[config.mk]
export PLATFORM = sky130hd
export DESIGN_NAME = timeout_table_tick_core
export DESIGN_NICKNAME = d
export VERILOG_FILES = /design/src/rtl/core/ttt_pkg.sv /design/src/rtl/core/ttt_ram.sv /design/src/rtl/core/timeout_table_tick_core.sv
export SDC_FILE = /design/constraint.sdc
export NUM_CORES = 2
export LEC_CHECK = 0
export ABC_AREA = 1
export BUFFER_PORTS_ARGS = -buffer_cell sky130_fd_sc_hd__buf_2
export CAP_MARGIN = 20
export CORE_UTILIZATION = 35
export CTS_CLUSTER_SIZE = 20
export DETAILED_ROUTE_END_ITERATION = 6
export GPL_TIMING_DRIVEN = 0
export PLACE_DENSITY_LB_ADDON = 0.12
export SKIP_CTS_REPAIR_TIMING = 1
export SLEW_MARGIN = 10
export SYNTH_ARGS = -nofsm -noshare
export SYNTH_HDL_FRONTEND = slang
export SYNTH_SLANG_ARGS = --single-unit
export TNS_END_PERCENT = 1
[constraint.sdc]
create_clock -name clk -period 6.8 [get_ports clk]
set_clock_uncertainty 0.1 [all_clocks]
set_input_delay 1.36 -clock clk [delete_from_list [all_inputs] [get_ports clk]]
set_output_delay 1.36 -clock clk [all_outputs]
set_load 0.01 [all_outputs]
[src/rtl/core/ttt_pkg.sv]
`timescale 1ns / 1ps
// ----------------------------------------------------------------------------
// ttt_pkg
// Shared types and constants for the timeout table tick core.
// ----------------------------------------------------------------------------
package ttt_pkg;

	localparam int SLOTS      = 32;
	localparam int TABLE_SIZE = (SLOTS < 32) ? SLOTS : 32;
	localparam int SLOT_AW    = (TABLE_SIZE > 1) ? $clog2(TABLE_SIZE) : 1;

	localparam int KIND_W   = 2;
	localparam int SLOT_W   = 5;
	localparam int PERIOD_W = 32;
	localparam int MS_W     = 10;
	localparam int RAM_W    = 2 * PERIOD_W;

	localparam logic [MS_W-1:0] MS_RESET = MS_W'(10);

	typedef enum logic [KIND_W-1:0] {
		KIND_TICK   = 2'd0,
		KIND_ARM    = 2'd1,
		KIND_CANCEL = 2'd2
	} kind_t;

	typedef enum logic [1:0] {
		EV_ARMED     = 2'd0,
		EV_CANCELLED = 2'd1,
		EV_IDLE      = 2'd2,
		EV_EXPIRED   = 2'd3
	} ev_code_t;

	typedef enum logic [1:0] {
		ST_IDLE,
		ST_SCAN,
		ST_TAIL,
		ST_FLUSH
	} state_t;

	typedef struct packed {
		logic [KIND_W-1:0]   kind;
		logic [SLOT_W-1:0]   slot;
		logic [PERIOD_W-1:0] period;
		logic                periodic;
	} item_t;

	typedef struct packed {
		ev_code_t          event_res;
		logic [SLOT_W-1:0] which_slot;
		logic              was_periodic;
		logic              last;
	} result_t;

endpackage

[src/rtl/core/ttt_ram.sv]
`timescale 1ns / 1ps
// ----------------------------------------------------------------------------
// ttt_ram
// Generic simple dual-port RAM, one write and one registered read port.
// ----------------------------------------------------------------------------
module ttt_ram #(
	parameter int WIDTH = 8,
	parameter int DEPTH = 32
) (
	input  logic                                      clk,
	input  logic                                      wr_en,
	input  logic [((DEPTH > 1) ? $clog2(DEPTH) : 1)-1:0] wr_addr,
	input  logic [WIDTH-1:0]                          wr_data,
	input  logic                                      rd_en,
	input  logic [((DEPTH > 1) ? $clog2(DEPTH) : 1)-1:0] rd_addr,
	output logic [WIDTH-1:0]                          rd_data
);

	logic [WIDTH-1:0] mem_q [DEPTH];

	always_ff @(posedge clk) begin
		if (wr_en) begin
			mem_q[wr_addr] <= wr_data;
		end
		if (rd_en) begin
			rd_data <= mem_q[rd_addr];
		end
	end

endmodule

[src/rtl/core/timeout_table_tick_core.sv]
`timescale 1ns / 1ps
// ----------------------------------------------------------------------------
// timeout_table_tick_core
// Table of timeout slots: arm, cancel and periodic tick with expiry events.
// ----------------------------------------------------------------------------
//  channel   | signals                         | transfer
//  ----------+---------------------------------+-------------------------------
//  command   | start, busy, item               | start & !busy
//  result    | strobe, result                  | strobe (no backpressure)
//  config    | cfg_valid, cfg_ready, cfg_data  | cfg_valid & cfg_ready
//
//  Arm and cancel never raise busy; the result appears the cycle after transfer.
//  A tick holds busy through scan, tail and flush: one slot per cycle
//  through the period/elapsed RAM read port, then a pipeline tail and a flush
//  of the held last expiry. Expiries stream out in slot order during the tick.
//  Reset clears all slot flags at once; the RAM needs no clearing pass.
// ----------------------------------------------------------------------------
module timeout_table_tick_core (
	input  logic                          clk,
	input  logic                          arst_n,
	input  logic                          start,
	output logic                          busy,
	input  ttt_pkg::item_t                item,
	output logic                          strobe,
	output ttt_pkg::result_t              result,
	input  logic                          cfg_valid,
	output logic                          cfg_ready,
	input  logic [ttt_pkg::MS_W-1:0]      cfg_data
);

	ttt_pkg::state_t state_q, state_d;

	logic [ttt_pkg::SLOT_AW-1:0]     cnt_q;
	logic [ttt_pkg::MS_W-1:0]        ms_q;
	logic [ttt_pkg::TABLE_SIZE-1:0]  active_q;
	logic [ttt_pkg::TABLE_SIZE-1:0]  periodic_q;

	logic                            valid_s1;
	logic [ttt_pkg::SLOT_AW-1:0]     slot_s1;

	logic                            pend_valid_q;
	logic [ttt_pkg::SLOT_AW-1:0]     pend_slot_q;
	logic                            pend_per_q;

	logic                            strobe_q;
	ttt_pkg::result_t                result_q;

	logic                            accept;
	logic                            in_range;
	logic [ttt_pkg::SLOT_AW-1:0]     item_idx;
	logic                            do_arm;
	logic                            do_cancel;
	logic                            do_tick;

	logic                            rd_en;
	logic                            wr_en;
	logic [ttt_pkg::SLOT_AW-1:0]     wr_addr;
	logic [ttt_pkg::RAM_W-1:0]       wr_data;
	logic [ttt_pkg::RAM_W-1:0]       rd_data;

	logic [ttt_pkg::PERIOD_W-1:0]    per_s1;
	logic [ttt_pkg::PERIOD_W-1:0]    el_s1;
	logic [ttt_pkg::PERIOD_W:0]      sum_s1;
	logic [ttt_pkg::PERIOD_W-1:0]    sat_s1;
	logic                            live_s1;
	logic                            expire_s1;
	logic [ttt_pkg::PERIOD_W-1:0]    new_el_s1;

	assign accept    = start && !busy;
	assign in_range  = 32'(item.slot) < ttt_pkg::TABLE_SIZE;
	assign item_idx  = item.slot[ttt_pkg::SLOT_AW-1:0];
	assign do_arm    = accept && (item.kind == ttt_pkg::KIND_ARM) && in_range;
	assign do_cancel = accept && (item.kind == ttt_pkg::KIND_CANCEL);
	assign do_tick   = accept && (item.kind == ttt_pkg::KIND_TICK);

	// next state
	always_comb begin
		state_d = state_q;
		unique case (state_q)
			ttt_pkg::ST_IDLE: begin
				if (do_tick) state_d = ttt_pkg::ST_SCAN;
			end
			ttt_pkg::ST_SCAN: begin
				if (cnt_q == ttt_pkg::SLOT_AW'(ttt_pkg::TABLE_SIZE - 1)) begin
					state_d = ttt_pkg::ST_TAIL;
				end
			end
			ttt_pkg::ST_TAIL:  state_d = ttt_pkg::ST_FLUSH;
			ttt_pkg::ST_FLUSH: state_d = ttt_pkg::ST_IDLE;
			default:           state_d = ttt_pkg::ST_IDLE;
		endcase
	end

	// control outputs
	always_comb begin
		busy      = (state_q != ttt_pkg::ST_IDLE);
		cfg_ready = (state_q == ttt_pkg::ST_IDLE);
		rd_en     = (state_q == ttt_pkg::ST_SCAN);
	end

	always_ff @(posedge clk or negedge arst_n) begin
		if (!arst_n) begin
			state_q <= ttt_pkg::ST_IDLE;
			cnt_q   <= '0;
		end else begin
			state_q <= state_d;
			if (state_q == ttt_pkg::ST_SCAN) begin
				cnt_q <= cnt_q + 1'b1;
			end else begin
				cnt_q <= '0;
			end
		end
	end

	always_ff @(posedge clk or negedge arst_n) begin
		if (!arst_n) begin
			ms_q <= ttt_pkg::MS_RESET;
		end else if (cfg_valid && cfg_ready) begin
			ms_q <= cfg_data;
		end
	end

	// period/elapsed store, {period, elapsed}
	ttt_ram #(
		.WIDTH(ttt_pkg::RAM_W),
		.DEPTH(ttt_pkg::TABLE_SIZE)
	) u_ram (
		.clk    (clk),
		.wr_en  (wr_en),
		.wr_addr(wr_addr),
		.wr_data(wr_data),
		.rd_en  (rd_en),
		.rd_addr(cnt_q),
		.rd_data(rd_data)
	);

	always_ff @(posedge clk or negedge arst_n) begin
		if (!arst_n) begin
			valid_s1 <= 1'b0;
		end else begin
			valid_s1 <= rd_en;
		end
	end

	always_ff @(posedge clk) begin
		slot_s1 <= cnt_q;
	end

	// tick update of one slot
	always_comb begin
		per_s1    = rd_data[ttt_pkg::RAM_W-1:ttt_pkg::PERIOD_W];
		el_s1     = rd_data[ttt_pkg::PERIOD_W-1:0];
		sum_s1    = {1'b0, el_s1} + (ttt_pkg::PERIOD_W + 1)'(ms_q);
		sat_s1    = sum_s1[ttt_pkg::PERIOD_W] ? '1 : sum_s1[ttt_pkg::PERIOD_W-1:0];
		live_s1   = valid_s1 && active_q[slot_s1] && (per_s1 != '0);
		expire_s1 = live_s1 && (sat_s1 >= per_s1);
		new_el_s1 = expire_s1 ? '0 : sat_s1;
	end

	always_comb begin
		if (live_s1) begin
			wr_en   = 1'b1;
			wr_addr = slot_s1;
			wr_data = {per_s1, new_el_s1};
		end else begin
			wr_en   = do_arm;
			wr_addr = item_idx;
			wr_data = {item.period, ttt_pkg::PERIOD_W'(0)};
		end
	end

	always_ff @(posedge clk or negedge arst_n) begin
		if (!arst_n) begin
			active_q   <= '0;
			periodic_q <= '0;
		end else begin
			if (do_arm) begin
				active_q[item_idx]   <= 1'b1;
				periodic_q[item_idx] <= item.periodic;
			end else if (do_cancel && in_range) begin
				active_q[item_idx]   <= 1'b0;
				periodic_q[item_idx] <= 1'b0;
			end else if (expire_s1 && !periodic_q[slot_s1]) begin
				active_q[slot_s1]    <= 1'b0;
				periodic_q[slot_s1]  <= 1'b0;
			end
		end
	end

	// one expiry is held back so the final one can carry last
	always_ff @(posedge clk or negedge arst_n) begin
		if (!arst_n) begin
			pend_valid_q <= 1'b0;
		end else if (state_q == ttt_pkg::ST_FLUSH) begin
			pend_valid_q <= 1'b0;
		end else if (expire_s1) begin
			pend_valid_q <= 1'b1;
		end
	end

	always_ff @(posedge clk) begin
		if (expire_s1) begin
			pend_slot_q <= slot_s1;
			pend_per_q  <= periodic_q[slot_s1];
		end
	end

	always_ff @(posedge clk or negedge arst_n) begin
		if (!arst_n) begin
			strobe_q <= 1'b0;
		end else begin
			strobe_q <= do_arm || do_cancel || (expire_s1 && pend_valid_q)
				|| ((state_q == ttt_pkg::ST_FLUSH) && pend_valid_q);
		end
	end

	always_ff @(posedge clk) begin
		if (do_arm) begin
			result_q.event_res    <= ttt_pkg::EV_ARMED;
			result_q.which_slot   <= item.slot;
			result_q.was_periodic <= item.periodic;
			result_q.last         <= 1'b1;
		end else if (do_cancel) begin
			result_q.event_res    <= (in_range && active_q[item_idx]) ?
				ttt_pkg::EV_CANCELLED : ttt_pkg::EV_IDLE;
			result_q.which_slot   <= item.slot;
			result_q.was_periodic <= 1'b0;
			result_q.last         <= 1'b1;
		end else if (pend_valid_q && (expire_s1 || (state_q == ttt_pkg::ST_FLUSH))) begin
			result_q.event_res    <= ttt_pkg::EV_EXPIRED;
			result_q.which_slot   <= ttt_pkg::SLOT_W'(pend_slot_q);
			result_q.was_periodic <= pend_per_q;
			result_q.last         <= (state_q == ttt_pkg::ST_FLUSH);
		end
	end

	assign strobe = strobe_q;
	assign result = result_q;

	a_busy_ends_after_flush: assert property (@(posedge clk) disable iff (!arst_n)
		$fell(busy) |-> $past(state_q == ttt_pkg::ST_FLUSH))
		else $error("busy dropped outside flush");

	a_single_results_last: assert property (@(posedge clk) disable iff (!arst_n)
		strobe && (result.event_res != ttt_pkg::EV_EXPIRED) |-> result.last)
		else $error("arm or cancel result without last");

	a_tick_last_from_flush: assert property (@(posedge clk) disable iff (!arst_n)
		strobe && result.last && (result.event_res == ttt_pkg::EV_EXPIRED)
			|-> $past(state_q == ttt_pkg::ST_FLUSH))
		else $error("final expiry not from flush");

	a_idle_nothing_held: assert property (@(posedge clk) disable iff (!arst_n)
		(state_q == ttt_pkg::ST_IDLE) |-> !pend_valid_q && !valid_s1)
		else $error("tick state left over in idle");

	a_pipe_in_tick: assert property (@(posedge clk) disable iff (!arst_n)
		valid_s1 |-> (state_q == ttt_pkg::ST_SCAN) || (state_q == ttt_pkg::ST_TAIL))
		else $error("slot update outside tick");

endmodule

# Yosys cells after proc, flatten, opt, wreduce, memory -nomap -nowiden
# Memory sizes are Yosys's and may differ from the RTL's. A register that Yosys moved wholly into a read port is not among the register bits.
# Cells that the tools add are included.
[op_classes] mul=0 muxes=34 reduce_logical=30 magnitude_cmp=5 n_bitwise=7 add_sub_neg=2 n_eq_ne=8 div_mod_pow=0 shift=0
[ops] cell="$mux 32" count=8
[ops] cell="$and 32x32->32" count=4
[ops] cell="$mux 64" count=1
[ops] cell="$not 32->32" count=2
[ops] cell="$add 32x10->33" count=1
[ops] cell="$bwmux 32" count=1
[ops] cell="$ge 32x32->1" count=1
[ops] cell="$or 32x32->32" count=1
[ops] cell="$reduce_bool 32->1" count=1
[ops] cell="$mux 9" count=2
[ops] cell="$bmux 1 s5" count=3
[ops] cell="$logic_and 1x1->1" count=14
[ops] cell="$lt 5x6->1 const B" count=2
[ops] cell="$demux 1 s5" count=2
[ops] cell="$ge 5x1->1 const B" count=2
[ops] cell="$mux 1" count=10
[ops] cell="$mux 5" count=2
[ops] cell="$pmux 2 s4" count=1
[ops] cell="$mux 7" count=1
[ops] cell="$eq 2x2->1 const B" count=3
[ops] cell="$mux 2" count=3
[ops] cell="$reduce_bool 2->1" count=3
[ops] cell="$reduce_bool 3->1" count=2
[ops] cell="$add 5x1->5 const B" count=1
[ops] cell="8 further kinds" count=15
[word_totals] latchBits=0 input_bits=54 ramBits=2048 mem_count=1 out_inout_bits=12 register_bits=104 rom_bits=0
[memory_table] memory="u_ram.mem_q" words=32 width=64 rd=1 rd_clocked_by_memory_dff=1 write_ports=1 line="ttt_ram.sv:19" rtl="logic [WIDTH-1:0] mem_q [DEPTH];"

# Longest topological paths before layout
[logic_depth] word_depth=10 depth_mapped=30 mapped_depth_nobuf=29

# Hierarchy
# A second synthesis with hierarchy kept.
[hier_totals] cells_unflattened=8214 area_unflattened_um2=92746.5
[modules_own_cells] mod="ttt_ram" n_inst=1 cells_per_inst=6768 area_each_um2=83631.5
[modules_own_cells] mod="timeout_table_tick_core" n_inst=1 cells_per_inst=1446 area_each_um2=9115.0

# Least setup slack after synthesis
# OpenSTA, ideal clock, no wires.
[synth_path] path_kind="input-to-reg" startpoint="input port start" endpoint="memory u_ram.mem_q[0][0] (netlist name) (enable)" path_stages=7 setup_time_ns=0.486 arrival_ns=4.832 n_path_buf=1 slack_ns=1.382 cell_sequence="inv_1 nor2_1 nand2_1 clkbuf_1 nand2_1 nand3_2 nor2_1"
[synth_via] elab_chain_cells=5
[synth_lines] item="start, declared" line="timeout_table_tick_core.sv:21" rtl="input logic start,"
[synth_lines] item="$logic_and 1x1->1" line="timeout_table_tick_core.sv:69" rtl="assign accept = start && !busy;"
[synth_lines] item="$logic_and 1x1->1" line="timeout_table_tick_core.sv:72" rtl="assign do_arm = accept && (item.kind == ttt_pkg::KIND_ARM) && in_range;"
[synth_lines] item="$mux 1" line="timeout_table_tick_core.sv:161" rtl="if (live_s1) begin"
[synth_lines] item="$mux 1" line="ttt_ram.sv:22" rtl="if (wr_en) begin"
[synth_lines] item="$mux 1 (implied by the code)" line="ttt_ram.sv:23" rtl="mem_q[wr_addr] <= wr_data;"
[synth_lines] item="end, declared" line="ttt_ram.sv:19"
# No other way between the ends.

# Final worst setup path
[layout_path] startpoint="register ms_q[0] (netlist name)" endpoint="memory u_ram.mem_q[6][17] (netlist name), data pin"
[layout_via] elab_chain_cells=6
[layout_lines] item="start, declared" line="timeout_table_tick_core.sv:34" rtl="logic [ttt_pkg::MS_W-1:0] ms_q;"
[layout_lines] item="start signal, assigned" line="timeout_table_tick_core.sv:117" rtl="ms_q <= ttt_pkg::MS_RESET;"
[layout_lines] item="start signal, assigned" line="timeout_table_tick_core.sv:119" rtl="ms_q <= cfg_data;"
[layout_lines] item="$add 32x10->33 (*)" line="timeout_table_tick_core.sv:153" rtl="sum_s1 = {1'b0, el_s1} + (ttt_pkg::PERIOD_W + 1)'(ms_q);"
[layout_lines] item="$mux 32 (*)" line="timeout_table_tick_core.sv:154" rtl="sat_s1 = sum_s1[ttt_pkg::PERIOD_W] ? '1 : sum_s1[ttt_pkg::PERIOD_W-1:0];"
[layout_lines] item="$ge 32x32->1" line="timeout_table_tick_core.sv:156" rtl="expire_s1 = live_s1 && (sat_s1 >= per_s1);"
[layout_lines] item="$logic_and 1x1->1" line="timeout_table_tick_core.sv:156"
[layout_lines] item="$mux 32 (*)" line="timeout_table_tick_core.sv:157" rtl="new_el_s1 = expire_s1 ? '0 : sat_s1;"
[layout_lines] item="$mux 64 (*)" line="timeout_table_tick_core.sv:161"
[layout_lines] item="named net u_ram.wr_data[17]" line="ttt_ram.sv:13" rtl="input logic [WIDTH-1:0] wr_data,"
# Mark *: on every way through the listed nets, which the timed path passes. The rest lies on a longest branch.

==> results_dict.tcl <==
set metrics [dict create \
    outcome "finished clean" \
    ioPinCount 66 \
    dr.pass1.iters 6 \
    final_cell_mix "2124 x edfxtp_1, 1414 x nor2_1, 1309 x o21ai_0" \
    cts_buffers 236 \
    synth_xor_xnor_area_share_pct 0.1740 \
    drt_iter0_markers 9595 \
    grt_max_degree 52 \
    h-tree-depth 4 \
    die_h_microns 510.7 \
    area_growth_pct 19.67 \
    synth_compound_area_share_pct 13.02 \
    synth_top_family_by_area "compound AO/OA/AOI/OAI gates" \
    grt_overflow 0 \
    ir_drop_v 0.0003005 \
    yosysSeqAreaShare_pct 72.91 \
    p_sw_w 0.01530 \
    powerDensity_nw_per_um2 370.7 \
    io_buffers 62 \
    synth_warnings 0 \
    critPathLaunchType "register" \
    synth_simple_gate_area_share_pct 10.14 \
    rsz0062_at_grt "no" \
    power.sequential.fraction_pct 38.5 \
    antenna_found_initial 37 \
    period_share_pct 96.29 \
    p_comb_share_pct 30.0 \
    syn_nets 7586 \
    synthCells 7483 \
    synthMuxAreaShare_pct 0.1243 \
    gp_congestion 0.9419 \
    grt_usage_pct 30.15 \
    nNetsFinal 8105 \
    avgSynthCellArea_sq_um 12.10 \
    final_core_util_pct 42.15 \
    min_path_type "input port to async pin" \
    critPathRequiredTime_ns 7.41 \
    synth-main-ff-cell "edfxtp_1" \
    wirelength_microns 402500 \
    drive_gt1_share_pct 10.35 \
    die_w_microns 510.7 \
    power.leakage_nw 34.46 \
    p_int_w 0.02488 \
    fin_setup_tns_ns 0 \
    cts_tree "done" \
    root_buffer "clkbuf_16" \
    drt-vias-per-instance 5.838 \
    p_clk_share_pct 31.5 \
    drtAntennaViolNets 0 \
    timing.fmax_mhz 152.7 \
    clockBufferDepth 3 \
    avgRoutedWirePerCell_microns 34.68 \
    drv_cap 0 \
    grt_pass1_vias 63470 \
    hpwl_microns 289200 \
    synthAdderAreaFrac_pct 0.6851 \
    slew_headroom_pct 15.06 \
    synth_cell_types 51 \
    cp.arrival_ns 7.16 \
    cp-end-kind "register" \
    die_area_sq_um 260800 \
    drv_slew 0 \
    async_reset_ff_share_pct 3.791 \
    cp_max_fo 17 \
    setup_viol 0 \
    synth_edf_count 2124 \
    synth_seq_cells 2216 \
    hold_violations 0 \
    final_common_cell "edfxtp_1" \
    mappedNetlistArea_sq_um 90580 \
    cts.sinks 2216 \
    power.total_w 0.04018 \
    critPathKind "register to register" \
    via_count 67750 \
    fillers 24030 \
    grt_pass1_wl_microns 541000 \
    holdWs_ns 0.2627 \
    rows 186 \
    start_util_pct 35.22 \
    tightest_slew_ns 1.274 \
    drc 0 \
    clk_pin_slew_ns 0.06 \
    insertion_delay_ns 0.91 \
    min_period_ns 6.547 \
    switching_share_pct 38.09 \
    core_area_sq_um 257200 \
]
-- state kept, by name (all words and copies together) (netlist names) --
signal,cells
u_ram.rd_data,64
cnt_q,5
pend_valid_q,1
pend_per_q,1
strobe,1
active_q,32
periodic_q,32
pend_slot_q,5
result,9
state_q,2
ms_q,10
slot_s1,5
u_ram.mem_q,2048
valid_s1,1
-- metal layers --
| metal | global-route usage [%] | share of wire (%) | vias to the layer above |
|---|---|---|---|
| met4 | 12.70 | 4.8 | 6 |
| met3 | 6.274 | 9.8 | 710 |
| met1 | 41.50 | 41 | 34640 |
| met2 | 46.15 | 44 | 3911 |
| li1 | - | - | 28480 |
| met5 | 0 | 0.0092 | - |
-- cells in the mapped netlist, drive strengths merged, types with 24 or more instances --
library cell,number,area [sq um]
inv,177,664.4
a21oi,107,546.8
nand3,127,655.6
nand2,711,2684
a22oi,29,217.7
dfrtp,82,2052
clkbuf,411,1543
a31oi,24,150.1
ha,48,600.6
o22ai,616,3854
edfxtp,2124,63780
buf,87,450.4
nor2,1470,5525
o21ai,1355,6819
-- worst max-delay path, cell delays in order (launching register included) --
cell and delay, ns:
dfrtp_1 0.39, ha_1 0.23, fa_1 0.41, nand3_1 0.10
nand3_1 0.14, nand4_1 0.11, nand2_1 0.12, nand2_1 0.12
nand2_1 0.10, nand2_1 0.41, clkbuf_1 0.84, nand3_1 0.47
ha_1 0.43, a21o_1 0.16, nor2_1 0.10, nand2_1 0.06
nand2_1 0.05, nand2_1 0.11, nand2_1 0.12, nand3_1 0.22
clkbuf_2 0.52, a31oi_4 0.79, buf_16 0.24
-- area by class of cell --
type	instances	area (sq um)	share of cell area (%)
repair buffers	281	5170	4.769
flip-flops and latches	2216	66050	60.93
clock buffers	304	6222	5.740
clock inverters	141	1230	1.135
plain buffers	498	2033	1.876
diodes	12	30.03	0.02770
inverters	180	675.6	0.6233
multi-input cells	4589	22760	21.00
well taps	3384	4234	3.906
-- power groups by stage --
stage                     registers (W)  logic [W]  clock network, W
final                            0.0155     0.0120            0.0127
after global routing             0.0155     0.0125            0.0132
after CTS                        0.0155     0.0117            0.0128
after detailed placement         0.0158     0.0117                 0
after global placement           0.0158     0.0113                 0
after floorplan                  0.0157    0.00552                 0
-- worst paths after layout --
| path | startpoint | depth (start not counted) | endpoint | slack (ns) |
|---|---|---|---|---|
| setup / recovery | ms_q[0] | 22 | u_ram.mem_q[6][17] | 0.25 |
| hold / removal | arst_n | 1 | periodic_q[29] | 0.26 |
| setup reg to reg | ms_q[0] | 22 | u_ram.mem_q[6][17] | 0.25 |
| hold reg to reg | cnt_q[2] | 0 | slot_s1[2] | 0.28 |
| max in group asynchronous | arst_n | 2 | ms_q[3] | 5.61 |
| min in group clk | cnt_q[2] | 0 | slot_s1[2] | 0.28 |
-- kinds of logic (layout without fill, tap and decap cells) --
kind of cell / after synthesis / in the layout
compound gates: 2156 / 2156
xor+xnor: 18 / 18
fa+ha+maj: 49 / 49
buf+inv: 678 / 1404
flops: 2216 / 2216
mux: 10 / 10
other cells: 0 / 12
simple gates: 2356 / 2356
-- metrics by stage --
step / cells / worst slack (ns) / instance area (sq um)
finish: 11610 / 0.2525 / 108400
global route: 11600 / 0.01567 / 108400
CTS: 11590 / 0.2014 / 108400
detailed placement: 11150 / 0.2337 / 100900
global placement: 10930 / -5.829 / 95130
floorplan: 7483 / 1.382 / 90580
Power figures use the tool's default switching activity.
